File: src/hdl/sder_pkg.sv
// ----------------------------------------------------------------------------
// sder_pkg
// Shared constants and item types for the scanline depth edge rasterizer.
// ----------------------------------------------------------------------------
package sder_pkg;

  localparam int DefDepthLevels = 16;
  localparam int DefTableRows   = 32;
  localparam int DefScreenLines = 224;
  localparam int ClearBase      = -5;

  localparam logic [2:0] KIND_LOAD   = 3'd0;
  localparam logic [2:0] KIND_BEGIN  = 3'd1;
  localparam logic [2:0] KIND_DRAW   = 3'd2;
  localparam logic [2:0] KIND_FINISH = 3'd3;
  localparam logic [2:0] KIND_READ   = 3'd4;

  typedef struct packed {
    logic        [2:0]  kind;
    logic        [8:0]  index;
    logic        [11:0] table_value;
    logic signed [11:0] nearest_z;
    logic signed [11:0] farthest_z;
    logic signed [11:0] start_depth;
    logic signed [11:0] end_depth;
    logic signed [11:0] start_line;
    logic signed [11:0] end_line;
  } req_t;

  typedef struct packed {
    logic signed [12:0] line_value;
  } rsp_t;

  // Divider handshake between sequencer and shared divider.
  typedef struct packed {
    logic               start;
    logic signed [31:0] num;
    logic signed [15:0] den;
  } div_req_t;

  typedef struct packed {
    logic               done;
    logic signed [31:0] quo;
  } div_rsp_t;

endpackage

File: src/hdl/sder_div.sv
// ----------------------------------------------------------------------------
// sder_div
// Signed truncating divider, one quotient bit per cycle.
// ----------------------------------------------------------------------------
module sder_div
  import sder_pkg::*;
(
  input  logic     clk,
  input  logic     rst,
  input  div_req_t req,
  output div_rsp_t rsp
);
  logic        busy;
  logic        done;
  logic [5:0]  count;
  logic [31:0] rem;
  logic [31:0] quo;
  logic [15:0] dmag;
  logic        neg;
  logic [32:0] trial;
  logic [31:0] rem_shift;

  assign rem_shift = {rem[30:0], quo[31]};
  assign trial     = {1'b0, rem_shift} - {17'd0, dmag};

  always_ff @(posedge clk) begin
    if (rst) begin
      busy <= 1'b0;
      done <= 1'b0;
    end else begin
      done <= busy && !req.start && (count == 6'd31);
      if (req.start) begin
        busy  <= 1'b1;
        count <= 6'd0;
        rem   <= '0;
        quo   <= req.num[31] ? 32'(-req.num) : req.num;
        dmag  <= req.den[15] ? 16'(-req.den) : req.den;
        neg   <= req.num[31] ^ req.den[15];
      end else if (busy) begin
        if (!trial[32]) begin
          rem <= trial[31:0];
          quo <= {quo[30:0], 1'b1};
        end else begin
          rem <= rem_shift;
          quo <= {quo[30:0], 1'b0};
        end
        count <= count + 6'd1;
        if (count == 6'd31) busy <= 1'b0;
      end
    end
  end

  assign rsp = {done, neg ? 32'(-quo) : quo};
endmodule

File: config.mk
export PLATFORM = sky130hd
export DESIGN_NAME = sder_div
export DESIGN_NICKNAME = d
export VERILOG_FILES = /design/src/hdl/sder_pkg.sv /design/src/hdl/sder_div.sv
export SDC_FILE = /design/constraint.sdc
export NUM_CORES = 1
export LEC_CHECK = 0
export ABC_AREA = 0
export BUFFER_PORTS_ARGS = -buffer_cell sky130_fd_sc_hd__buf_2
export CORE_ASPECT_RATIO = 1.75
export CORE_MARGIN = 2
export CORE_UTILIZATION = 59
export CTS_CLUSTER_SIZE = 10
export DETAILED_ROUTE_END_ITERATION = 6
export MAX_ROUTING_LAYER = met4
export PLACE_DENSITY = 0.83
export SYNTH_ARGS = -nofsm -noshare
export SYNTH_HDL_FRONTEND = slang
export SYNTH_SLANG_ARGS = --single-unit
export TNS_END_PERCENT = 10
File: constraint.sdc
create_clock -name clk -period 5.1 [get_ports clk]
set_clock_uncertainty 0.05 [all_clocks]
set_input_delay 0.255 -clock clk [delete_from_list [all_inputs] [get_ports clk]]
set_output_delay 0.255 -clock clk [all_outputs]
set_load 0.005 [all_outputs]
==> summary.txt <==
Worst hold path
  • Hold Crit Start: req[0]
  • Hold crit path type: in2reg

Yosys
  • Synth cell types: 53
  • Post-synthesis cell area: around 6300 µm²
  • FFs w/ async S/R, synth: 0%
  • Syn Nets: 760
  • Avg Inst Size Synth: between 9 and 10 µm²
  • Post-synth EDFFs: between 80 and 90
  • Synth Register Bits: 88
  • Syn. warnings: 0
  • Sequential element share of the synthesized area: about two fifths
  • Ys flop type: edfxtp_1
  • Synth Instances: 688

Floorplanning
  • Die X: 82.0 µm
  • Die area: 11500 µm²
  • Rows: 49
  • Die Y: about 140 µm
  • Initial core utilization: 60.9%
  • Core area: roughly 10000 µm²
  • Boundary pin count: 84

Route
  • Final ANT Viol Nets: 0
  • Post-DR vias/cell: 6.14
  • DRT iter0 DRCs: roughly 290
  • WL final: 15100 µm
  • First drt pass iteration count: 7
  • WL per Instance: 17.1 µm
  • Vias: 5427
  • DR DRC count: 0

Final layout
  • Commonest non-fill, non-tap cells in the layout: edfxtp_1, buf_2, nand2_1
  • P&R area growth vs syn: 12.6%
  • Diodes inserted: 0
  • Non-filler cells, final: about 880
  • Fillers: between 800 and 900
  • Share of cells above drive strength 1: 16.0%
  • Utilization after layout: 68.6%
  • Final Cell Area: between 7000 and 8000 µm²
  • Commonest non-fill, non-tap cell in the layout: edfxtp_1
  • Fin nets: between 800 and 900

CTS
  • Clk root buf: clkbuf_16
  • Post-CTS setup buffer count: 0
  • CTS tree: done
  • Maximum clock insertion buffer count: 2
  • Cts bufs inserted: 9
  • Post-CTS Resized: 0
  • Clock latency at the later pin of the worst-skew pair: 350 ps
  • Reg clk slew, reported paths: 60 ps
  • CTS H-tree lvls: 3
  • CTS Sinks: 88
  • Cts hold-fix bufs: 0

Timing
  • Final Cycle Share: 71.3%
  • Post-route setup TNS: 0 ps
  • Min Tclk post-route: 3640 ps
  • RSZ-0062 raised after global routing: no
  • Fmax: 275 MHz
  • Pins Over Slew Limit: 0
  • Setup violations, final: 0
  • Slew @ Worst Pin: between 1000 and 1500 ps
  • Final Hold Viols: 0
  • Fin Hold WS: about 110 ps
  • Worst slew margin: 18.7%

Critical path
  • Worst setup path startpoint: quo[31]$_DFFE_PP_
  • Crit path kind: reg2reg
  • RR Startpoint: quo[31]$_DFFE_PP_
  • Crit start category: register
  • Crit. End Element: register
  • CP Data Arrival Time: between 3000 and 4000 ps
  • WP data required: around 5200 ps
  • CP max FO: 23

Placement
  • Number of port buffers: a little over 80
  • Post-DP HPWL: 11200 µm
  • Cell Area, Placed: approximately 6800 µm²
  • Routability Congestion: 0.928
  • Placed insts: a little under 900

Global route
  • Vias in the first global route: 5585
  • Largest net degree at the start of global routing: 108
  • Total grt overflow: 0
  • First-pass GRT wire length: 24700 µm
  • Initial antenna violation count: 0
  • Gr usage total: about 28%

Power
  • PD cells: roughly 310 nW/µm²
  • Leakage: ~2.7 nW
  • Peak VDD IR: around 0.00023 V

Status
  • Outcome: complete, no violations

Flow run
  • Max_cap viols: 0
where the power goes:
| part | leakage, nW | internal (mW) | switching, mW |
|---|---|---|---|
| clock network | 0.147 | 0.425 | 0.285 |
| logic | 1.70 | 0.227 | 0.311 |
| registers | 0.839 | 0.880 | 0.0558 |
| total | 2.69 | 1.53 | 0.651 |
state kept, by name (all words and copies together) (netlist names):
| name | flops |
|---|---|
| rem | 31 |
| done | 1 |
| dmag | 16 |
| neg | 1 |
| quo | 32 |
| count | 6 |
| busy | 1 |
cells in the mapped netlist (all sizes together), types with 2 or more instances:
cell type,number,area [µm²]
a211oi,4,30.0
a21o,5,37.5
a21oi,67,335
a31o,3,26.3
a31oi,3,18.8
and2,2,12.5
buf,8,40.0
clkbuf,25,93.8
dfxtp,2,40.0
edfxtp,86,2580
ha,20,250
inv,32,120
mux2,3,33.8
nand2,74,278
nand2b,13,81.3
nand3,8,40.0
nand3b,3,22.5
nand4,12,75.1
nor2,74,278
nor2b,6,37.5
nor3,11,55.1
nor4,5,31.3
o211ai,3,22.5
o21a,6,45.0
o21ai,37,185
o21ba,2,20.0
o31ai,26,195
o41ai,14,130
or2,3,18.8
or3,7,50.1
or4,16,128
or4b,3,30.0
xnor2,52,455
xor2,41,359
layer usage:
metal  vias to the layer above  part of all wire (%)  routed length, µm  GRT usage, %
li1                       2619                     -                  -             -
met1                      2559                    35               5330          28.4
met2                       189                    56               8440          50.4
met3                        60                   4.5                674          4.45
met4                         0                   4.6                696          15.7
met5                         -                     0                  0             -
worst paths after layout:
check	to	slack [ps]	cells after the start
worst min register to register	done$_SDFF_PP0_	450	1
worst min-delay path	dmag[0]$_DFFE_PP_	110	1
worst max-delay path	rem[23]$_SDFFCE_PP0P_	1460	10
worst max register to register	rem[23]$_SDFFCE_PP0P_	1460	10
final cells by class:
cell class / count / area, µm² / share of cell area, %
clock buffers: 9 / 225 / 3.19
well taps: 127 / 159 / 2.25
multi-input cells: 535 / 3400 / 48.2
flip-flops and latches: 88 / 2620 / 37.1
repair buffers: 87 / 445 / 6.31
clock inverters: 6 / 85.1 / 1.20
inverters: 32 / 120 / 1.70
worst max-delay path: stages, from the launching register on:
cell,delay [ps]
edfxtp_1,430
inv_1,90
ha_1,180
fa_1,210
nand2b_1,160
a21oi_1,110
o21a_1,210
o31ai_1,620
and2_1,770
or4_1,240
mux2_2,330
cell families after synthesis:
group           synth area share (%)
simple gates                    18.7
compound gates                  17.5
xor+xnor                        13.0
flops                           41.8
buf+inv                         4.05
fa+ha+maj                       4.31
mux                            0.698
stage by stage:
stage	setup slack (ps)	total power, mW
floorplan	535	1.31
global placement	1660	1.46
detailed placement	1500	1.48
CTS	1490	2.17
global route	1280	2.27
finish	1460	2.18
Power figures use the tool's default switching activity.
